<file path="config.mk">
export PLATFORM = sky130hd
export DESIGN_NAME = dotted_version_string_parser
export DESIGN_NICKNAME = d
export VERILOG_FILES = /design/src/dvsp_pkg.sv /design/src/dvsp_input_reg.sv /design/src/dvsp_parse_core.sv /design/src/dvsp_result_reg.sv /design/src/dotted_version_string_parser.sv
export VERILOG_INCLUDE_DIRS = /design/src /design/src/src
export SDC_FILE = /design/constraint.sdc
export NUM_CORES = 1
export LEC_CHECK = 0
export BUFFER_PORTS_ARGS = -buffer_cell sky130_fd_sc_hd__buf_2
export CELL_PAD_IN_SITES_DETAIL_PLACEMENT = 1
export CELL_PAD_IN_SITES_GLOBAL_PLACEMENT = 1
export CORE_MARGIN = 2
export CORE_UTILIZATION = 52
export DETAILED_ROUTE_END_ITERATION = 10
export PLACE_DENSITY_LB_ADDON = 0.2
export SLEW_MARGIN = 0
export SYNTH_ARGS = -nofsm -noshare
export SYNTH_HDL_FRONTEND = slang
export SYNTH_SLANG_ARGS = --single-unit
</file>
<file path="constraint.sdc">
create_clock -name clk -period 17.9 [get_ports clk]
set_input_delay 3.58 -clock clk [delete_from_list [all_inputs] [get_ports clk]]
set_output_delay 3.58 -clock clk [all_outputs]
set_load 0.02 [all_outputs]
</file>
<file path="src/dotted_version_string_parser_defines.svh">
// ----------------------------------------------------------------------------
// Assertion macros for the dotted version string parser
// Concurrent checks clocked on clk and disabled while rst is high.
// ----------------------------------------------------------------------------
`ifndef DOTTED_VERSION_STRING_PARSER_DEFINES_SVH
`define DOTTED_VERSION_STRING_PARSER_DEFINES_SVH

`ifndef NO_ASSERTIONS

// Same-cycle implication.
`define DVSP_ASSERT_NOW(lbl, ante, cons) \
  lbl: assert property (@(posedge clk) disable iff (rst) (ante) |-> (cons)) \
    else $error("dvsp assertion failed");

// Next-cycle implication.
`define DVSP_ASSERT_NEXT(lbl, ante, cons) \
  lbl: assert property (@(posedge clk) disable iff (rst) (ante) |=> (cons)) \
    else $error("dvsp assertion failed");

`else

`define DVSP_ASSERT_NOW(lbl, ante, cons)
`define DVSP_ASSERT_NEXT(lbl, ante, cons)

`endif

`endif

</file>
<file path="src/dvsp_pkg.sv">
// ----------------------------------------------------------------------------
// Dotted version string parser package
// Field widths, character codes, status codes and the item and result types.
// ----------------------------------------------------------------------------
`default_nettype none

package dvsp_pkg;

  localparam int unsigned CHAR_W  = 8;
  localparam int unsigned PART_W  = 31;
  localparam int unsigned COUNT_W = 3;
  localparam int unsigned IDX_W   = 2;
  localparam int unsigned NUM_FIN = 3;

  localparam logic [CHAR_W-1:0] CH_ZERO = 8'h30;
  localparam logic [CHAR_W-1:0] CH_NINE = 8'h39;
  localparam logic [CHAR_W-1:0] CH_DOT  = 8'h2E;

  localparam logic [IDX_W-1:0] IDX_LAST = 2'd3;

  typedef enum logic [1:0] {
    STATUS_OK     = 2'd0,
    STATUS_EMPTY  = 2'd1,
    STATUS_FORMAT = 2'd2
  } status_t;

  typedef struct packed {
    logic              present;
    logic [CHAR_W-1:0] ch;
    logic              last;
  } item_t;

  typedef struct packed {
    status_t            status;
    logic [PART_W-1:0]  major;
    logic [PART_W-1:0]  minor;
    logic [PART_W-1:0]  build;
    logic [PART_W-1:0]  revision;
    logic [COUNT_W-1:0] part_count;
  } result_t;

endpackage

`default_nettype wire

</file>
<file path="src/dvsp_input_reg.sv">
// ----------------------------------------------------------------------------
// Input register
// Holds one character item; stalls the sender only while a held last item
// cannot move into the result register.
// ----------------------------------------------------------------------------
`default_nettype none

module dvsp_input_reg (
  input  wire logic           clk,
  input  wire logic           rst,
  input  wire logic           in_valid,
  input  wire dvsp_pkg::item_t item_in,
  input  wire logic           advance,
  output logic                in_stall,
  output logic                item_valid,
  output dvsp_pkg::item_t     item
);

  assign in_stall = item_valid && !advance;

  always_ff @(posedge clk) begin
    if (rst) begin
      item_valid <= 1'b0;
    end else if (advance) begin
      item_valid <= in_valid;
    end
  end

  always_ff @(posedge clk) begin
    if (advance && in_valid) begin
      item <= item_in;
    end
  end

endmodule

`default_nettype wire

</file>
<file path="src/dvsp_parse_core.sv">
// ----------------------------------------------------------------------------
// Parse core
// Holds the accumulator, part index, finished parts and error flags, and
// forms the result of a last item in the same cycle.
// ----------------------------------------------------------------------------
`default_nettype none

module dvsp_parse_core (
  input  wire logic           clk,
  input  wire logic           rst,
  input  wire logic           fire,
  input  wire dvsp_pkg::item_t item,
  output dvsp_pkg::result_t   res
);

  localparam int unsigned PW = dvsp_pkg::PART_W;
  localparam int unsigned NF = dvsp_pkg::NUM_FIN;

  logic [PW-1:0]                 accumulator, accumulator_next;
  logic                          overflow_seen, overflow_seen_next;
  logic                          part_empty, part_empty_next;
  logic                          format_bad, format_bad_next;
  logic [dvsp_pkg::IDX_W-1:0]    part_index, part_index_next;
  logic [PW-1:0]                 finished_parts [NF];
  logic [PW-1:0]                 finished_parts_next [NF];
  logic                          any_char_seen, any_char_seen_next;

  logic          is_digit;
  logic          is_dot;
  logic [3:0]    digit;
  logic [PW+3:0] product;
  logic          end_bad;

  assign is_digit = (item.ch >= dvsp_pkg::CH_ZERO) && (item.ch <= dvsp_pkg::CH_NINE);
  assign is_dot   = (item.ch == dvsp_pkg::CH_DOT);
  assign digit    = 4'(item.ch - dvsp_pkg::CH_ZERO);
  // Times ten as two shifted copies, plus the new digit.
  assign product  = {1'b0, accumulator, 3'b000} + {3'b000, accumulator, 1'b0}
                  + {{PW{1'b0}}, digit};

  // State after taking the character, if any.
  always_comb begin
    accumulator_next   = accumulator;
    overflow_seen_next = overflow_seen;
    part_empty_next    = part_empty;
    format_bad_next    = format_bad;
    part_index_next    = part_index;
    any_char_seen_next = any_char_seen;
    for (int i = 0; i < NF; i++) begin
      finished_parts_next[i] = finished_parts[i];
    end
    if (item.present) begin
      any_char_seen_next = 1'b1;
      if (is_digit) begin
        if (|product[PW+3:PW]) begin
          overflow_seen_next = 1'b1;
        end else begin
          accumulator_next = product[PW-1:0];
        end
        part_empty_next = 1'b0;
      end else if (is_dot) begin
        if (part_empty || overflow_seen || (part_index == dvsp_pkg::IDX_LAST)) begin
          format_bad_next = 1'b1;
        end
        if (part_index != dvsp_pkg::IDX_LAST) begin
          for (int i = 0; i < NF; i++) begin
            if (part_index == i[dvsp_pkg::IDX_W-1:0]) begin
              finished_parts_next[i] = accumulator;
            end
          end
          part_index_next = part_index + 1'b1;
        end
        accumulator_next   = '0;
        overflow_seen_next = 1'b0;
        part_empty_next    = 1'b1;
      end else begin
        format_bad_next = 1'b1;
      end
    end
  end

  // Result of a last item, from the updated state.
  assign end_bad = format_bad_next || part_empty_next || overflow_seen_next ||
                   (part_index_next == '0);

  always_comb begin
    res = '0;
    if (!any_char_seen_next) begin
      res.status = dvsp_pkg::STATUS_EMPTY;
    end else if (end_bad) begin
      res.status = dvsp_pkg::STATUS_FORMAT;
    end else begin
      res.status   = dvsp_pkg::STATUS_OK;
      // Entries past the current part are still zero, so they pass through.
      res.major    = finished_parts_next[0];
      res.minor    = (part_index_next == 2'd1) ? accumulator_next : finished_parts_next[1];
      res.build    = (part_index_next == 2'd2) ? accumulator_next : finished_parts_next[2];
      res.revision = (part_index_next == dvsp_pkg::IDX_LAST) ? accumulator_next : '0;
      res.part_count = {1'b0, part_index_next} + 1'b1;
    end
  end

  always_ff @(posedge clk) begin
    if (rst || (fire && item.last)) begin
      accumulator   <= '0;
      overflow_seen <= 1'b0;
      part_empty    <= 1'b1;
      format_bad    <= 1'b0;
      part_index    <= '0;
      any_char_seen <= 1'b0;
      for (int i = 0; i < NF; i++) begin
        finished_parts[i] <= '0;
      end
    end else if (fire) begin
      accumulator   <= accumulator_next;
      overflow_seen <= overflow_seen_next;
      part_empty    <= part_empty_next;
      format_bad    <= format_bad_next;
      part_index    <= part_index_next;
      any_char_seen <= any_char_seen_next;
      for (int i = 0; i < NF; i++) begin
        finished_parts[i] <= finished_parts_next[i];
      end
    end
  end

endmodule

`default_nettype wire

</file>
<file path="src/dvsp_result_reg.sv">
// ----------------------------------------------------------------------------
// Result register
// Holds one finished result until the receiver takes it.
// ----------------------------------------------------------------------------
`default_nettype none

module dvsp_result_reg (
  input  wire logic             clk,
  input  wire logic             rst,
  input  wire logic             load,
  input  wire dvsp_pkg::result_t res_in,
  input  wire logic             out_stall,
  output logic                  out_valid,
  output logic                  free,
  output dvsp_pkg::result_t     res
);

  assign free = !out_valid || !out_stall;

  always_ff @(posedge clk) begin
    if (rst) begin
      out_valid <= 1'b0;
    end else if (load) begin
      out_valid <= 1'b1;
    end else if (!out_stall) begin
      out_valid <= 1'b0;
    end
  end

  always_ff @(posedge clk) begin
    if (load) begin
      res <= res_in;
    end
  end

endmodule

`default_nettype wire

</file>
<file path="src/dotted_version_string_parser.sv">
// ----------------------------------------------------------------------------
// Dotted version string parser
// Parses "a.b[.c[.d]]" one character per transfer and reports the parts.
// ----------------------------------------------------------------------------
//
//   Channel  Direction  Handshake            Payload
//   input    in         in_valid / in_stall  present, ch, last
//   output   out        out_valid / out_stall status, major, minor, build,
//                                            revision, part_count
//
// One character transfer is taken every cycle while in_stall is low. A character
// is held in the input register; a last item's result is then loaded into the
// result register. The times-ten add and limit compare in the parse core are
// combinational.
// Reset (rst, synchronous) empties both registers and clears the parse state.
// A stalled result only holds back a last item; other characters keep flowing.
// ----------------------------------------------------------------------------
`default_nettype none

`include "dotted_version_string_parser_defines.svh"

module dotted_version_string_parser (
  input  wire logic                           clk,
  input  wire logic                           rst,
  // Character input channel.
  input  wire logic                           in_valid,
  output logic                                in_stall,
  input  wire logic                           present,
  input  wire logic [dvsp_pkg::CHAR_W-1:0]    ch,
  input  wire logic                           last,
  // Result output channel.
  output logic                                out_valid,
  input  wire logic                           out_stall,
  output logic [1:0]                          status,
  output logic [dvsp_pkg::PART_W-1:0]         major,
  output logic [dvsp_pkg::PART_W-1:0]         minor,
  output logic [dvsp_pkg::PART_W-1:0]         build,
  output logic [dvsp_pkg::PART_W-1:0]         revision,
  output logic [dvsp_pkg::COUNT_W-1:0]        part_count
);

  dvsp_pkg::item_t   item_in;
  dvsp_pkg::item_t   item;
  dvsp_pkg::result_t core_res;
  dvsp_pkg::result_t res;
  logic              item_valid;
  logic              advance;
  logic              fire;
  logic              free;

  assign item_in.present = present;
  assign item_in.ch      = ch;
  assign item_in.last    = last;

  // The held item moves on unless it is a last item and the result register
  // is still occupied by a result the receiver has not taken.
  assign advance = !item_valid || !item.last || free;
  assign fire    = item_valid && advance;

  dvsp_input_reg u_input_reg (
    .clk        (clk),
    .rst        (rst),
    .in_valid   (in_valid),
    .item_in    (item_in),
    .advance    (advance),
    .in_stall   (in_stall),
    .item_valid (item_valid),
    .item       (item)
  );

  dvsp_parse_core u_parse_core (
    .clk  (clk),
    .rst  (rst),
    .fire (fire),
    .item (item),
    .res  (core_res)
  );

  dvsp_result_reg u_result_reg (
    .clk       (clk),
    .rst       (rst),
    .load      (fire && item.last),
    .res_in    (core_res),
    .out_stall (out_stall),
    .out_valid (out_valid),
    .free      (free),
    .res       (res)
  );

  assign status     = res.status;
  assign major      = res.major;
  assign minor      = res.minor;
  assign build      = res.build;
  assign revision   = res.revision;
  assign part_count = res.part_count;

  // The input side is only held back by a last item waiting on a full,
  // stalled result register.
  `DVSP_ASSERT_NOW(a_stall_cause, in_stall, item_valid && item.last && out_valid && out_stall)

  // A new result only comes from a last item that was processed.
  `DVSP_ASSERT_NEXT(a_result_source, !out_valid && !(fire && item.last), !out_valid)

  // A good string always has two to four parts.
  `DVSP_ASSERT_NOW(a_ok_count,
      out_valid && (res.status == dvsp_pkg::STATUS_OK),
      (part_count >= 3'd2) && (part_count <= 3'd4))

  // Any failure reports all-zero fields.
  `DVSP_ASSERT_NOW(a_err_zero,
      out_valid && (res.status != dvsp_pkg::STATUS_OK),
      (major == '0) && (minor == '0) && (build == '0) && (revision == '0) &&
      (part_count == '0))

endmodule

`default_nettype wire

</file>
==> metrics <==
startpoint types input pin; Hold WC Path Type flop to flop; Num CTS Buffers 29; final hold vios 0; GPL Wtd Cong 0.8566; Worst Setup End Kind output pin; Post-CTS Setup Repair Bufs 0; fillers 2,798; Yosys warnings 0; clk_lat worst skew 550 ps; GR Overflow Total 0; Nets 1,404; initial antenna violation count 0; Iteration-0 DRC Markers 550; clk sinks 271; Final Non-Filler Cells 1,687; largest stage delay on the critical path 170 ps; vias in the first global route 10,684; Sequential cell area 7747 um^2; CTS tree done; Worst setup endpoint in_stall; DP Worst Slack 10,200 ps; CTS clk-pin slew, worst paths 70 ps; IO buf count 144; CP max stage cell buf_2; Final ANT Viol Nets 0; Die ar. 28,240 um^2; most common cell after layout, fill and taps aside edfxtp_1; num rows 60; # IOs 145; Worst R2R Start u_parse_core.accumulator[2]; Distinct cells, synth 61; Max Cap Violations 0; Layout Skew 14.09 ps; synthesized net count 1,291; reg2reg end u_result_reg.res[90]; # hold bufs at CTS 0; post-route DRC violation count 0; Crit Path Max Fanout 3; Synth area leader edfxtp_1; critical path type input pin to output pin; placed insts 1,633; EDFF count, synth 232; ant diodes 0; CP Launch Point out_stall; first-pass GRT wire length 59,550 um; Final Instance Area 15,960 um^2; Most common cell on crit path buf_2; Final Total Pwr 1.395 mW; Worst-Margin Slew 1396 ps; Area after DPL 14,930 um^2; Clock Path Buffers 3; Clock Root Buffer clkbuf_16; commonest non-fill, non-tap cells in the layout 232 x edfxtp_1, 195 x nor2_1, 144 x buf_2; Leak 6.727 nW; CP required 14,320 ps; share of layout cells above drive strength 1 21.10%; GRT Util Overall 26.41%; reg2reg setup slack 12,440 ps; WL/cell 22.15 um; area grow syn2layout 14.00%; worst rel slew slack 6.679%; buffer and inverter count on the worst path 3; drt pass-1 iters 5; detailed-route via count 10,250; synth top area cells edfxtp_1 50%, mux2i_1 6.4%, ha_1 5.8%; crit path time final 7693 ps; Synth Flop Type edfxtp_1; largest net degree at the start of global routing 76; DIE WIDTH 168.1 um; CP Depth 4; status completed; worst vdd ir 0.06464 mV; Initial Util 52.37%; vias per cell 6.076; fin worst setup slack 10,210 ps; share of the synthesized area in the top cell type 49.78%; Synth Area per Inst 11.57 um^2; final setup fails 0; cell area after technology mapping 14,000 um^2; post-synthesis sequential area ratio 55.35%; H-tree depth 1; CP cell instances buf_2 > nand4_1 > inv_1 > buf_2; Core ar. 26,730 um^2; Tcrit/Tclk final 42.98%; Mapped Cells 1,210; Setup TNS 0 ps; unrepaired setup endpoints after global routing false; power density over the cells 87.46 nW/um^2; final wirelength 37,360 um; Data arrival, critical path 4110 ps; die height 168.1 um; flops & latches, synth 271; dpl hpwl 24,450 um; fraction of registers with async set/reset 0%; Crit path max-delay family buffers and inverters; cts repair resizes 0; footprint of the multi-input gates 5826 um^2; max-slew violations 0; r2r worst-path depth 15; maximum achievable frequency 130.0 MHz
-- flip-flops by register name (all words and copies together), names as in the netlist --
register,count
u_input_reg.item,10
u_input_reg.item_valid,1
u_parse_core.accumulator,31
u_parse_core.any_char_seen,1
u_parse_core.finished_parts,93
u_parse_core.format_bad,1
u_parse_core.overflow_seen,1
u_parse_core.part_empty,1
u_parse_core.part_index,2
u_result_reg.out_valid,1
u_result_reg.res,129
-- where the power goes --
| part | total, mW | leakage, nW | switching [mW] | internal (mW) |
|---|---|---|---|---|
| Sequential | 0.708 | 2.80 | 0.00642 | 0.701 |
| Clock | 0.637 | 0.498 | 0.258 | 0.379 |
| Combinational | 0.0508 | 3.43 | 0.0371 | 0.0137 |
| Total | 1.40 | 6.73 | 0.301 | 1.09 |
-- worst min-delay path by stage --
stage / from / endpoint / slack, ps / cells past startpoint
CTS: u_parse_core.format_bad / u_parse_core.format_bad / 480 / 1
floorplan: u_parse_core.format_bad / u_parse_core.format_bad / 440 / 1
finish: u_parse_core.format_bad / u_parse_core.format_bad / 490 / 1
global route: u_parse_core.format_bad / u_parse_core.format_bad / 510 / 1
detailed placement: u_parse_core.format_bad / u_parse_core.format_bad / 470 / 1
global placement: u_parse_core.format_bad / u_parse_core.format_bad / 460 / 1
-- cell usage after synthesis (10+ instances only) --
library cell and n:
a211oi_2 23, a21oi_1 82, a22o_1 30, a22oi_2 21, a31oi_1 17, buf_2 30
clkbuf_1 34, dfxtp_1 39, edfxtp_1 232, ha_1 65, inv_1 21, mux2i_1 89
nand2_1 68, nand3_1 47, nand4_1 13, nor2_1 196, nor2b_1 26, nor3_1 10
o21ai_0 22, xnor2_1 14, xor2_1 13
-- metrics by stage --
stage	hold WS, ps	utilization (%)
global placement	457.1	55.86
finish	486.4	59.70
global route	509.4	59.70
CTS	482.8	59.70
detailed placement	467.7	55.86
floorplan	441.9	-
-- layer usage --
layer  vias to the layer above  global-route usage [%]  share of wire [%]
li1                       4718                       -                  -
met1                      5203                   34.41                 43
met2                       261                   46.75                 50
met3                        68                   3.103                4.0
met4                         0                   7.571                2.6
met5                         -                       0                  0
-- worst reg2reg max path, stage by stage, from the launching register on --
cell and delay, ps:
dfxtp_1 550, inv_1 130, fa_1 500, inv_1 70, fa_1 500, a211oi_1 250, o21ai_1 220, a21boi_2 350
o21ai_2 200, and3_1 180, o21a_1 250, o31ai_4 170, buf_4 440, nand2_2 620, buf_4 540, a211oi_2 300
-- area by class of cell --
| cell class | instances | area share, % |
|---|---|---|
| Sequential cell | 271 | 48.56 |
| Tap cell | 341 | 2.674 |
| Inverter | 21 | 0.5019 |
| Timing Repair Buffer | 161 | 5.317 |
| Clock buffer | 41 | 5.395 |
| Clock inverter | 13 | 1.043 |
| Multi-Input combinational cell | 839 | 36.51 |
-- cell families after synthesis --
family	Yosys count	share of synthesized area, %
fa+ha+maj	67	6.097
xor+xnor	27	1.690
compound gates	275	15.09
flops	271	55.35
mux	89	6.365
buf+inv	100	3.406
simple gates	381	12.00
No activity file was read; power rests on OpenSTA's default activity.
